--- src/rtl/dsa_pkg.sv ---
`timescale 1ns / 1ps
// dsa_pkg: shared types, constants and helpers of the descriptor slot allocator
// used by dsa_ctrl, dsa_datapath and descriptor_slot_allocator_unit; no dependencies
package dsa_pkg;

    localparam int MAX_SLOTS      = 1024;
    localparam int SLOT_W         = $clog2(MAX_SLOTS);
    localparam int CNT_W          = SLOT_W + 1;
    localparam int STEP_W         = $clog2(SLOT_W + 1);

    localparam int ADDR_W         = 64;
    localparam int STRIDE_W       = 13;
    localparam int SLOT_COUNT_W   = 11;
    localparam int SLOT_INDEX_W   = 10;
    localparam int CFG_IDX_W      = 3;
    localparam int PROD_W         = STRIDE_W + SLOT_W;
    localparam int LIM_W          = STRIDE_W + CNT_W;

    localparam logic [STRIDE_W-1:0]     STRIDE_RST     = STRIDE_W'(32);
    localparam logic [SLOT_COUNT_W-1:0] SLOT_COUNT_RST = SLOT_COUNT_W'(1024);

    typedef enum logic [CFG_IDX_W-1:0] {
        CFG_CPU_BASE   = 3'd0,
        CFG_GPU_BASE   = 3'd1,
        CFG_STRIDE     = 3'd2,
        CFG_VISIBLE    = 3'd3,
        CFG_SLOT_COUNT = 3'd4
    } cfg_idx_t;

    typedef enum logic [1:0] {
        ST_OK    = 2'd0,
        ST_EMPTY = 2'd1,
        ST_FULL  = 2'd2,
        ST_RANGE = 2'd3
    } status_t;

    typedef enum logic {
        OP_ALLOC = 1'b0,
        OP_FREE  = 1'b1
    } op_t;

    typedef enum logic [3:0] {
        S_IDLE,
        S_A_READ,
        S_A_MUL,
        S_A_ADD,
        S_F_SUB,
        S_F_CHK,
        S_F_DIV,
        S_F_PUSH,
        S_DONE
    } ctrl_state_t;

    typedef struct packed {
        logic take_in;
        logic pop;
        logic mul_slot;
        logic gen_addr;
        logic sub_base;
        logic set_empty;
        logic set_range;
        logic set_full;
        logic div_start;
        logic div_step;
        logic push;
        logic load_out;
    } dsa_cmd_t;

    typedef struct packed {
        op_t  op;
        logic empty;
        logic out_range;
        logic full;
        logic div_last;
    } dsa_sts_t;

    function automatic logic [CNT_W-1:0] cap_of(input logic [SLOT_COUNT_W-1:0] sc);
        logic [CNT_W-1:0] c;
        if (sc == '0)
        begin
            c = CNT_W'(1);
        end
        else if (32'(sc) > 32'(MAX_SLOTS))
        begin
            c = CNT_W'(MAX_SLOTS);
        end
        else
        begin
            c = CNT_W'(sc);
        end
        return c;
    endfunction

    function automatic logic [STRIDE_W-1:0] stride_of(input logic [STRIDE_W-1:0] s);
        return (s == '0) ? STRIDE_W'(1) : s;
    endfunction

endpackage

--- src/rtl/dsa_ctrl.sv ---
`timescale 1ns / 1ps
// dsa_ctrl: sequencing state machine for allocate and free items
// depends on dsa_pkg; drives dsa_datapath through dsa_cmd_t
module dsa_ctrl
    import dsa_pkg::*;
(
    input  logic     clk,
    input  logic     rst_n,
    input  logic     in_valid,
    output logic     in_ready,
    output logic     out_valid,
    input  logic     out_ready,
    input  dsa_sts_t sts,
    output dsa_cmd_t cmd
);

    ctrl_state_t state_reg;
    ctrl_state_t state_next;
    logic        out_valid_reg;
    logic        out_valid_next;

    always_ff @(posedge clk or negedge rst_n)
    begin
        if (!rst_n)
        begin
            state_reg     <= S_IDLE;
            out_valid_reg <= 1'b0;
        end
        else
        begin
            state_reg     <= state_next;
            out_valid_reg <= out_valid_next;
        end
    end

    always_comb
    begin
        state_next = state_reg;
        cmd        = '0;
        in_ready   = 1'b0;
        unique case (state_reg)
            S_IDLE:
            begin
                in_ready = 1'b1;
                if (in_valid)
                begin
                    cmd.take_in = 1'b1;
                    state_next  = (op_t'(sts.op) == OP_FREE) ? S_F_SUB : S_A_READ;
                end
            end
            S_A_READ:
            begin
                if (sts.empty)
                begin
                    cmd.set_empty = 1'b1;
                    state_next    = S_DONE;
                end
                else
                begin
                    cmd.pop    = 1'b1;
                    state_next = S_A_MUL;
                end
            end
            S_A_MUL:
            begin
                cmd.mul_slot = 1'b1;
                state_next   = S_A_ADD;
            end
            S_A_ADD:
            begin
                cmd.gen_addr = 1'b1;
                state_next   = S_DONE;
            end
            S_F_SUB:
            begin
                cmd.sub_base = 1'b1;
                state_next   = S_F_CHK;
            end
            S_F_CHK:
            begin
                priority if (sts.out_range)
                begin
                    cmd.set_range = 1'b1;
                    state_next    = S_DONE;
                end
                else if (sts.full)
                begin
                    cmd.set_full = 1'b1;
                    state_next   = S_DONE;
                end
                else
                begin
                    cmd.div_start = 1'b1;
                    state_next    = S_F_DIV;
                end
            end
            S_F_DIV:
            begin
                cmd.div_step = 1'b1;
                if (sts.div_last)
                begin
                    state_next = S_F_PUSH;
                end
            end
            S_F_PUSH:
            begin
                cmd.push   = 1'b1;
                state_next = S_DONE;
            end
            S_DONE:
            begin
                if (!out_valid_reg || out_ready)
                begin
                    cmd.load_out = 1'b1;
                    state_next   = S_IDLE;
                end
            end
            default:
            begin
                state_next = S_IDLE;
            end
        endcase

        out_valid_next = out_valid_reg;
        if (cmd.load_out)
        begin
            out_valid_next = 1'b1;
        end
        else if (out_ready)
        begin
            out_valid_next = 1'b0;
        end
    end

    assign out_valid = out_valid_reg;

    a_load_sets_valid: assert property (@(posedge clk) disable iff (!rst_n)
        cmd.load_out |=> out_valid_reg)
        else $error("result not presented after load");

    a_div_to_push: assert property (@(posedge clk) disable iff (!rst_n)
        (state_reg == S_F_DIV && sts.div_last) |=> state_reg == S_F_PUSH)
        else $error("divide did not end in push");

    a_no_load_over_result: assert property (@(posedge clk) disable iff (!rst_n)
        (out_valid_reg && !out_ready) |-> !cmd.load_out)
        else $error("pending result overwritten");

endmodule

--- config.mk ---
export PLATFORM = sky130hd
export DESIGN_NAME = dsa_ctrl
export DESIGN_NICKNAME = d
export VERILOG_FILES = /design/src/rtl/dsa_pkg.sv /design/src/rtl/dsa_ctrl.sv
export SDC_FILE = /design/constraint.sdc
export NUM_CORES = 1
export LEC_CHECK = 0
export ABC_AREA = 1
export BUFFER_PORTS_ARGS = -buffer_cell sky130_fd_sc_hd__buf_2
export CORE_AREA = 4 4 41 43
export DETAILED_ROUTE_END_ITERATION = 8
export DIE_AREA = 0 0 45 47
export GPL_TIMING_DRIVEN = 0
export HOLD_SLACK_MARGIN = 0.15
export PLACE_DENSITY = 0.68
export SYNTH_ARGS = -nofsm -noshare
export SYNTH_HDL_FRONTEND = slang
export SYNTH_SLANG_ARGS = --single-unit
export TNS_END_PERCENT = 10
--- constraint.sdc ---
create_clock -name clk -period 1.4 [get_ports clk]
set_clock_uncertainty 0.05 [all_clocks]
set_input_delay 0.07 -clock clk [delete_from_list [all_inputs] [get_ports clk]]
set_output_delay 0.07 -clock clk [all_outputs]
set_load 0.03 [all_outputs]
==> flow_metrics.env, run 1 <==
export IMPL_drcViolationCount=0
export IMPL_fin_cells=115
export IMPL_clock_latency_ps=240
export IMPL_layout_common_cells="buf_2, inv_1, nor2_1, nand2_1, nand3_1"
export IMPL_place_port_buffers=22
export IMPL_grt_max_degree=7
export IMPL_die_outline_area_um2=2115
export IMPL_grt_pass1_wl_um=1980
export IMPL_yosysUniqueCellTypes=16
export IMPL_reg2regPathDepth=7
export IMPL_timing_critical_path_to_type="output port"
export IMPL_critPathLaunch="state_reg[2]$_DFFE_PN0P_"
export IMPL_max_ffs_per_register=4
export IMPL_vdd_ir_drop_max_uv=1089
export IMPL_outcome="finished clean"
export IMPL_path_delay_family="flip-flops"
export IMPL_globalRoute_totalOverflow=0
export IMPL_avgSynthCellArea_um2=6.200
export IMPL_globalplace_congestion=0.8054
export IMPL_layout_nets=110
export IMPL_rows=13
export IMPL_rsz0062_at_grt="true"
export IMPL_drt_iter0_markers=3
export IMPL_post_route_cells_drive_above_1_share_pct=46.00
export IMPL_final_antenna_net_count=0
export IMPL_grt_usage_pct=12.39
export IMPL_layout_commonest_cell="buf_2"
export IMPL_biggest_fanout_along_the_worst_timing_path=6
export IMPL_final_worst_path_period_share_pct=98.27
export IMPL_place_area_um2=546.8
export IMPL_critical_path_max_stage_delay_ps=440
export IMPL_post_synth_instance_area_um2=415.4
export IMPL_rr_endpoint="state_reg[2]$_DFFE_PN0P_"
export IMPL_tritoncts_num_sinks=5
export IMPL_routed_wire_length_per_instance_um=9.835
export IMPL_synth_seq_cells=5
export IMPL_setup_worst_path_class="reg -> out"
export IMPL_route_final_wire_length_um=1131
export IMPL_power_per_cell_area_nw_per_um2=1882
export IMPL_final_design_area_no_fill_um2=696.9
export IMPL_final_hold_violation_count=0
export IMPL_r2r_slack_ps=100
export IMPL_cells_traversed_along_the_worst_timing_path="nor2_4 -> inv_1 -> nor2_2 -> buf_6"
export IMPL_root_buffer="clkbuf_4"
export IMPL_die_h_um=47
export IMPL_regArea_um2=130.1
export IMPL_die_width_um=45
export IMPL_drv_slew=0
export IMPL_n_fill_cell=137
export IMPL_clock_period_minus_worst_slack_ps=1376
export IMPL_cts_inserted_buffers=3
export IMPL_net_count_after_synthesis=76
export IMPL_post_synth_inst_count=67
export IMPL_htree_levels=1
export IMPL_worst_path_clk_slew_ps=40
export IMPL_whs_endpoint="state_reg[1]$_DFFE_PN0P_"
export IMPL_timing_slew_headroom_pct=84.81
export IMPL_synth_yosys_seq_area_share_pct=30.12
export IMPL_critPathArrivalTime_ps=1260
export IMPL_tightest_slew_ps=227.1
export IMPL_drt_pass1_iterations=4
export IMPL_numPlacedInstances=104
export IMPL_route_vias_total=526
export IMPL_regToRegStartpoint="state_reg[1]$_DFFE_PN0P_"
export IMPL_first_global_vias=520
export IMPL_number_of_antenna_violations_at_the_first_check_in_global_routing=0
export IMPL_cp_buffers_inverters=2
export IMPL_core_region_area_um2=1301
export IMPL_hold_path_startpoint="sts[1]"
export IMPL_clock_tree_from_tritoncts="built"
export IMPL_ys_warn_count=0
export IMPL_avgViaCountPerCell=4.574
export IMPL_setup_violations=0
export IMPL_static_leakage_power_nw=0.3970
export IMPL_hold_path_class="in -> reg"
export IMPL_cts_path_max_buffers=2
export IMPL_flow_area_growth_from_synthesis_pct=67.77
export IMPL_crit_slowest_cell="dfrtp_2"
export IMPL_power_total_w=0.001311
export IMPL_boundaryPins=23
export IMPL_initial_utilization_pct=31.92
export IMPL_cap_viol_max_count=0
export IMPL_worstSetupStartpointType="flop"
export IMPL_hold_depth=4
export IMPL_cp_required_ps=1280
export IMPL_num_antenna_cells=0
export IMPL_fmax_mhz=726.9
export IMPL_multi_input_gate_area_um2=246.5
export IMPL_detailed_place_hpwl_um=899.8
-- routing by layer --
layer / global-route usage (%) / routed length (um) / vias up
met3: 1.149 / 37 / 0
li1: - / - / 270
met5: 0 / 0 / -
met4: 3.509 / 0 / 0
met2: 24.01 / 637 / 12
met1: 14.32 / 457 / 244
-- power by group --
group / switching, W / internal [W]
combinational: 0.000544 / 0.000308
sequential: 0.0000890 / 0.000209
clock: 0.0000529 / 0.000107
-- cells in the mapped netlist --
library cell / instances / share of area [%]
inv_2: 3 / 2.7
nand4_1: 1 / 1.5
nand2_2: 1 / 1.5
nand2_1: 11 / 9.9
buf_4: 1 / 1.8
nor2_1: 15 / 14
dfrtp_1: 5 / 30
nor2_2: 2 / 3.0
inv_1: 12 / 11
nor3_1: 1 / 1.2
nor2_4: 3 / 8.1
nand3_1: 8 / 9.6
or2_0: 1 / 1.5
o21ai_0: 1 / 1.2
o2111ai_1: 1 / 2.1
o21ai_1: 1 / 1.2
-- final cells by class --
| cell class | count | share of cell area [%] |
|---|---|---|
| multi-input cells | 46 | 35.37 |
| flip-flops and latches | 5 | 18.67 |
| clock buffers | 4 | 3.770 |
| inverters | 15 | 8.079 |
| repair buffers | 30 | 31.42 |
| well taps | 15 | 2.693 |
-- worst reg2reg max path, stage by stage, from the launching register on --
cell	delay, ps
dfrtp_2	450
nor2_4	170
buf_4	150
nand3_1	140
nand2_1	90
nor2_1	40
nand2_1	50
nand2_1	40
-- how the worst max path moves through the flow --
stage / endpoint / slack, ps / cells after the start
global route: cmd[9] / -40 / 4
finish: cmd[9] / 20 / 4
CTS: cmd[8] / -3 / 4
detailed placement: cmd[0] / 100 / 5
floorplan: state_reg[3]$_DFFE_PN0P_ / -20 / 5
global placement: cmd[0] / 100 / 5
-- through the flow --
step           hold WS [ps]  setup TNS (ps)  utilization [%]  setup WS [ps]
4_1_cts               195.9          -2.983            50.48         -2.983
3_5_place_dp         -161.0               0            42.02          99.94
3_3_place_gp         -165.1               0            42.02          103.2
6_report              190.6               0            53.56          24.28
2_1_floorplan        -275.6          -19.25                -         -19.25
5_1_grt               217.2          -129.7            53.56         -35.63
-- kinds of logic after synthesis --
logic type | share of synthesized area (%)
AND/OR/NAND/NOR | 50.00
AO/OA/AOI/OAI | 4.516
flip-flops | 30.12
buffers and inverters | 15.36
-- timing repair --
action | CTS | global route
pin swaps | 1 | 4
setup buffers | 1 | 1
hold buffers | 6 | 0
gates resized for setup | 7 | 17
endpoints found under the setup margin | 5 | 10
endpoints found under the hold margin | 9 | 0
Note: power is estimated with default switching activity, not from simulation.
==> run 2, diff against run 1 <==
Settings changed: ABC_AREA 1 to default, PLACE_DENSITY 0.68 to 0.66, SLEW_MARGIN from default to 10.
==> run 2 against run 1 <==
- clock power hardly changed
- sequential cell count stayed put
- global-route usage increased by 0.40 points
- die area unchanged
- fmax fell by 11%
- final area rose by 16%
- routed wire length up 20%
- hold slack got worse by 4.0 ps
- sequential power is 13% lower
- the flow now finishes with violations (negative setup slack)
- clock-buffer cell count unchanged
- power rose by 41%
- highest routed layer is now met4
==> flow_metrics.env, run 2 <==
export IMPL_outcome="finished, violations left"
export IMPL_violations="negative setup slack"
export IMPL_path_delay_family="buffers and inverters"
export IMPL_drv_slew=0
export IMPL_core_region_area_um2=1301
export IMPL_cp_buffers_inverters=3
export IMPL_biggest_fanout_along_the_worst_timing_path=5
export IMPL_tightest_slew_ps=360.4
export IMPL_globalplace_congestion=0.7541
export IMPL_drt_met1_wl_um=528
export IMPL_cp_required_ps=1280
export IMPL_synth_top_cells_by_count="nor2_1, dfrtp_1, nand2_1, nor3_1"
export IMPL_rows=13
export IMPL_max_ffs_per_register=4
export IMPL_most_common_cell_in_the_synthesized_netlist="nor2_1"
export IMPL_boundaryPins=23
export IMPL_place_area_um2=554.3
export IMPL_vdd_ir_drop_max_uv=1355
export IMPL_cts_inserted_buffers=3
export IMPL_fin_cells=107
export IMPL_globalRoute_totalOverflow=0
export IMPL_clock_period_minus_worst_slack_ps=1543
export IMPL_synth_top_cell_area_share_pct=31.25
export IMPL_crit_slowest_cell="dfrtp_1"
export IMPL_critical_path_max_stage_delay_ps=410
export IMPL_power_per_cell_area_nw_per_um2=2280
export IMPL_layout_nets=102
export IMPL_setup_violations=10
export IMPL_post_synth_inst_count=54
export IMPL_synth_main_ff_cell="dfrtp_1"
export IMPL_synth_edf_count=0
export IMPL_yosysUniqueCellTypes=24
export IMPL_rsz0062_at_grt="true"
export IMPL_ys_warn_count=0
export IMPL_critPathArrivalTime_ps=1420
export IMPL_pre_cts_slack_ps=-159.3
export IMPL_num_antenna_cells=0
export IMPL_first_global_vias=475
export IMPL_synth_seq_cells=5
export IMPL_main_area_contributors_after_synthesis="dfrtp_1, nor2_1, nor3_1, and3_1, nand2_1"
export IMPL_static_leakage_power_nw=0.3957
export IMPL_async_set_or_reset_register_ratio_after_synthesis_pct=100.0
export IMPL_grt_max_degree=11
export IMPL_initial_utilization_pct=30.77
export IMPL_cap_viol_max_count=0
export IMPL_setup_worst_path_class="reg -> out"
export IMPL_post_route_cells_drive_above_1_share_pct=53.26
export IMPL_route_vias_total=544
export IMPL_routed_wire_length_per_instance_um=12.69
export IMPL_die_h_um=47
export IMPL_clock_latency_ps=240
export IMPL_setup_slack_ps=-142.9
export IMPL_post_synth_instance_area_um2=400.4
export IMPL_cts_path_max_buffers=2
export IMPL_route_final_wire_length_um=1358
export IMPL_drt_iter0_markers=7
export IMPL_die_width_um=45
export IMPL_synth_yosys_seq_area_share_pct=31.25
export IMPL_hold_path_class="in -> reg"
export IMPL_flow_area_growth_from_synthesis_pct=102.5
export IMPL_fin_util_pct=62.31
export IMPL_detailed_place_hpwl_um=851.6
export IMPL_tritoncts_num_sinks=5
export IMPL_avgSynthCellArea_um2=7.415
export IMPL_layout_commonest_cell="buf_4"
export IMPL_final_antenna_net_count=0
export IMPL_drt_pass1_iterations=4
export IMPL_final_worst_path_period_share_pct=110.2
export IMPL_number_of_antenna_violations_at_the_first_check_in_global_routing=0
export IMPL_fmax_mhz=648.1
export IMPL_root_buffer="clkbuf_4"
export IMPL_clock_tree_from_tritoncts="built"
export IMPL_timing_slew_headroom_pct=75.75
export IMPL_top_cell_type_by_total_area_after_synthesis="dfrtp_1"
export IMPL_grt_usage_pct=12.79
export IMPL_grt_pass1_wl_um=1980
export IMPL_timing_critical_path_to_type="output port"
export IMPL_routed_top_layer="met4"
export IMPL_worst_path_clk_slew_ps=40
export IMPL_drcViolationCount=0
export IMPL_place_port_buffers=22
export IMPL_die_outline_area_um2=2115
export IMPL_net_count_after_synthesis=63
export IMPL_wl_met3_um=91
export IMPL_wl_met2_um=723
export IMPL_final_design_area_no_fill_um2=810.8
export IMPL_layout_common_cells="buf_4, buf_6, buf_2, nor2_1"
export IMPL_cells_traversed_along_the_worst_timing_path="buf_6 -> nor2b_4 -> buf_4 -> and3_1 -> buf_6"
export IMPL_numPlacedInstances=91
export IMPL_avgViaCountPerCell=5.084
export IMPL_final_hold_violation_count=0
export IMPL_worstSetupStartpointType="flop"
export IMPL_htree_levels=1
export IMPL_cpMostUsedCell="buf_6"
[run 2: cell count changes in the layout (fill, tap and decap cells not counted), moves of 4 or more]
cell,change
buf_4,+8
nor2_4,-4
dfrtp_2,-4
inv_1,-11
nand3_1,-7
dfrtp_1,+4
buf_6,+7
nand2_1,-5
nor2_2,-4
[run 2: routing by layer]
metal  vias to the layer above  track usage, %
met2                        16           21.75
met4                         0           5.263
met5                         -               0
li1                        267               -
met1                       259           14.78
met3                         2           4.215
[run 2: logic make-up after synthesis]
| logic type | count (synthesis) | synth area share, % |
|---|---|---|
| buf+inv | 7 | 9.376 |
| compound gates | 10 | 18.75 |
| flops | 5 | 31.25 |
| simple gates | 32 | 40.63 |
[run 2: power breakdown]
part           total, W  internal, W  switching [W]
Combinational   0.00143     0.000670       0.000757
Clock          0.000161     0.000107      0.0000538
Sequential     0.000260     0.000204      0.0000558
Total           0.00185     0.000982       0.000867
[run 2: path summary, 6_finish.rpt]
path                                          start                       end  slack, ps  cells after the start
max                        state_reg[0]$_DFFE_PN0P_                    cmd[5]       -140                      5
min                                        in_valid  state_reg[1]$_DFFE_PN0P_        190                      4
max reg2reg                state_reg[0]$_DFFE_PN0P_  state_reg[0]$_DFFE_PN0P_        -30                      4
min reg2reg                state_reg[3]$_DFFE_PN0P_  state_reg[0]$_DFFE_PN0P_        610                      2
max in group asynchronous                     rst_n  state_reg[3]$_DFFE_PN0P_        420                      3
min in group asynchronous                     rst_n  state_reg[0]$_DFFE_PN0P_        690                      3
[run 2: cell type report]
type	count	area (um2)
clock buffer	4	26.28
inverter	2	7.507
sequential	5	125.1
multi-input combinational	42	309.0
tap	15	18.77
buffer	5	55.05
fill	115	490.5
timing repair buffer	34	269.0
[run 2: per-stage QoR]
stage	hold slack [ps]	TNS, ps	power, W
floorplan	-275.6	-684.7	0.001009
global placement	-166.1	-583.4	0.001209
detailed placement	-163.2	-956.9	0.001225
CTS	173.1	-450.1	0.001698
global route	195.1	-1581	0.001978
finish	186.7	-788.0	0.001849
[run 2: what timing repair did]
action,4_1_cts,5_1_grt
gates cloned,1,0
endpoints found under the setup margin,16,15
hold buffers,5,0
pin swaps,5,2
resized for setup,30,10
hold endpoints to repair,9,0
setup buffers,4,2
[run 2: worst reg2reg max path: stages (launching register included)]
cell	delay, ps
dfrtp_1	410
buf_6	150
nor2_2	40
a311o_1	390
a2111oi_4	280
==> run 3, diff against run 2 <==
Settings changed: GPL_TIMING_DRIVEN 0 to default, PLACE_DENSITY 0.66 to 0.69.
Clock period 1.4 ns to 1.29 ns, I/O delays scaled along.
==> run 3 against run 2 <==
- non-clock buffer count rose by 2
- sequential cell count stayed put
- critical path type unchanged
- the flow still finishes with violations (negative setup slack)
- largest power group unchanged
- via count increased by 1.1%
==> flow_metrics.env, run 3 (synthesis results as in run 2) <==
export IMPL_globalRoute_totalOverflow=0
export IMPL_globalplace_congestion=0.8814
export IMPL_max_ffs_per_register=4
export IMPL_crit_slowest_cell="dfrtp_2"
export IMPL_stages_on_the_worst_setup_path=4
export IMPL_core_region_area_um2=1301
export IMPL_timing_critical_path_to_type="output port"
export IMPL_route_vias_total=550
export IMPL_vdd_ir_drop_max_uv=1299
export IMPL_first_global_vias=527
export IMPL_setup_worst_path_class="reg -> out"
export IMPL_final_worst_path_period_share_pct=114.2
export IMPL_hold_depth=4
export IMPL_biggest_fanout_along_the_worst_timing_path=5
export IMPL_static_leakage_power_nw=0.4089
export IMPL_flow_area_growth_from_synthesis_pct=106.3
export IMPL_layout_common_cells="buf_4, buf_2, buf_6, nor2_1"
export IMPL_die_outline_area_um2=2115
export IMPL_route_final_wire_length_um=1359
export IMPL_cp_buffers_inverters=2
export IMPL_die_width_um=45
export IMPL_cp_required_ps=1180
export IMPL_timing_slew_headroom_pct=78.09
export IMPL_die_h_um=47
export IMPL_root_buffer="clkbuf_4"
export IMPL_place_area_um2=633.1
export IMPL_grt_pass1_wl_um=2152
export IMPL_fmax_mhz=679.0
export IMPL_rows=13
export IMPL_hold_path_class="in -> reg"
export IMPL_num_antenna_cells=0
export IMPL_drcViolationCount=0
export IMPL_routed_wire_length_per_instance_um=12.47
export IMPL_fin_cells=109
export IMPL_power_per_cell_area_nw_per_um2=2427
export IMPL_layout_nets=104
export IMPL_grt_usage_pct=14.12
export IMPL_numPlacedInstances=98
export IMPL_critical_path_max_stage_delay_ps=430
export IMPL_final_antenna_net_count=0
export IMPL_fin_util_pct=63.46
export IMPL_number_of_antenna_violations_at_the_first_check_in_global_routing=0
export IMPL_initial_utilization_pct=30.77
export IMPL_clock_period_minus_worst_slack_ps=1473
export IMPL_tritoncts_num_sinks=5
export IMPL_setup_violations=14
export IMPL_detailed_place_hpwl_um=1005
export IMPL_cap_viol_max_count=0
export IMPL_reg2regPathDepth=4
export IMPL_tightest_slew_ps=325.6
export IMPL_fin_tns_setup_ps=-1529
export IMPL_drt_pass1_iterations=4
export IMPL_setup_slack_ps=-182.7
export IMPL_cpMostUsedCell="buf_6"
export IMPL_boundaryPins=23
export IMPL_drv_slew=0
export IMPL_outcome="finished, violations left"
export IMPL_final_hold_violation_count=0
export IMPL_final_design_area_no_fill_um2=825.8
export IMPL_post_route_cells_drive_above_1_share_pct=61.70
export IMPL_drt_iter0_markers=8
export IMPL_clock_latency_ps=240
export IMPL_htree_levels=1
export IMPL_avgViaCountPerCell=5.046
export IMPL_cts_inserted_buffers=3
export IMPL_violations="negative setup slack"
export IMPL_layout_commonest_cell="buf_4"
export IMPL_clock_tree_from_tritoncts="built"
export IMPL_cts_path_max_buffers=2
export IMPL_rsz0062_at_grt="true"
export IMPL_cells_traversed_along_the_worst_timing_path="buf_6 -> nor4_4 -> and2_4 -> buf_6"
export IMPL_worst_path_clk_slew_ps=40
export IMPL_place_port_buffers=22
export IMPL_path_delay_family="simple AND/OR/NAND/NOR gates"
export IMPL_critPathArrivalTime_ps=1360
export IMPL_worstSetupStartpointType="flop"
export IMPL_grt_max_degree=8
## run 3: repair_timing
action / in CTS / in global routing
hold endpoints to repair: 9 / 0
buffers inserted: 2 / 0
hold buffers: 5 / 0
gates resized for setup: 18 / 19
cloned: 0 / 0
pin swaps: 2 / 1
endpoints found under the setup margin: 15 / 18
## run 3: through the flow
stage	total power (W)	setup WS, ps	hold slack (ps)
global placement	0.001517	-31.39	-170.4
detailed placement	0.001540	-61.76	-166.4
CTS	0.001886	-190.0	187.9
global route	0.002155	-267.1	203.1
floorplan	0.001153	-146.6	-281.1
finish	0.002004	-182.7	177.5
## run 3: metal layers
metal  share of wire, %  routed length, um  vias to the layer above  track usage [%]
met5                  0                  0                        -                0
met4                3.2                 44                        0            9.942
met3                5.3                 72                        4            2.682
met2                 50                677                       18            23.73
met1                 42                564                      258            16.09
li1                   -                  -                      270                -
## run 3: final cells by class
cell class              instances  area [um2]
flip-flops and latches          5       128.9
multi-input cells              42       315.3
inverters                       2       7.507
clock buffers                   4       26.28
well taps                      15       18.77
fillers                       116       475.5
repair buffers                 41       329.1
## run 3: tightest hold or removal path, delay by kind of cell
kind / cells / cell delay (ps)
buffers and inverters: 1 / 90
and+or+nand+nor: 2 / 150
AOI/OAI and AO/OA: 1 / 120
## run 3: final timing paths
path	startpoint	endpoint	slack, ps
max	state_reg[0]$_DFFE_PN0P_	cmd[11]	-180
min	in_valid	state_reg[1]$_DFFE_PN0P_	180
max reg2reg	state_reg[0]$_DFFE_PN0P_	state_reg[0]$_DFFE_PN0P_	-110
min reg2reg	state_reg[0]$_DFFE_PN0P_	state_reg[0]$_DFFE_PN0P_	600
max in group asynchronous	rst_n	state_reg[1]$_DFFE_PN0P_	290
min in group asynchronous	rst_n	state_reg[2]$_DFFE_PN0P_	700
## run 3: where the power goes
group / internal, W / leakage [nW] / total, W / switching, W
Clock: 0.000117 / 0.0150 / 0.000176 / 0.0000597
Combinational: 0.000728 / 0.332 / 0.00149 / 0.000765
Sequential: 0.000230 / 0.0617 / 0.000335 / 0.000105
Total: 0.00107 / 0.409 / 0.00200 / 0.000930
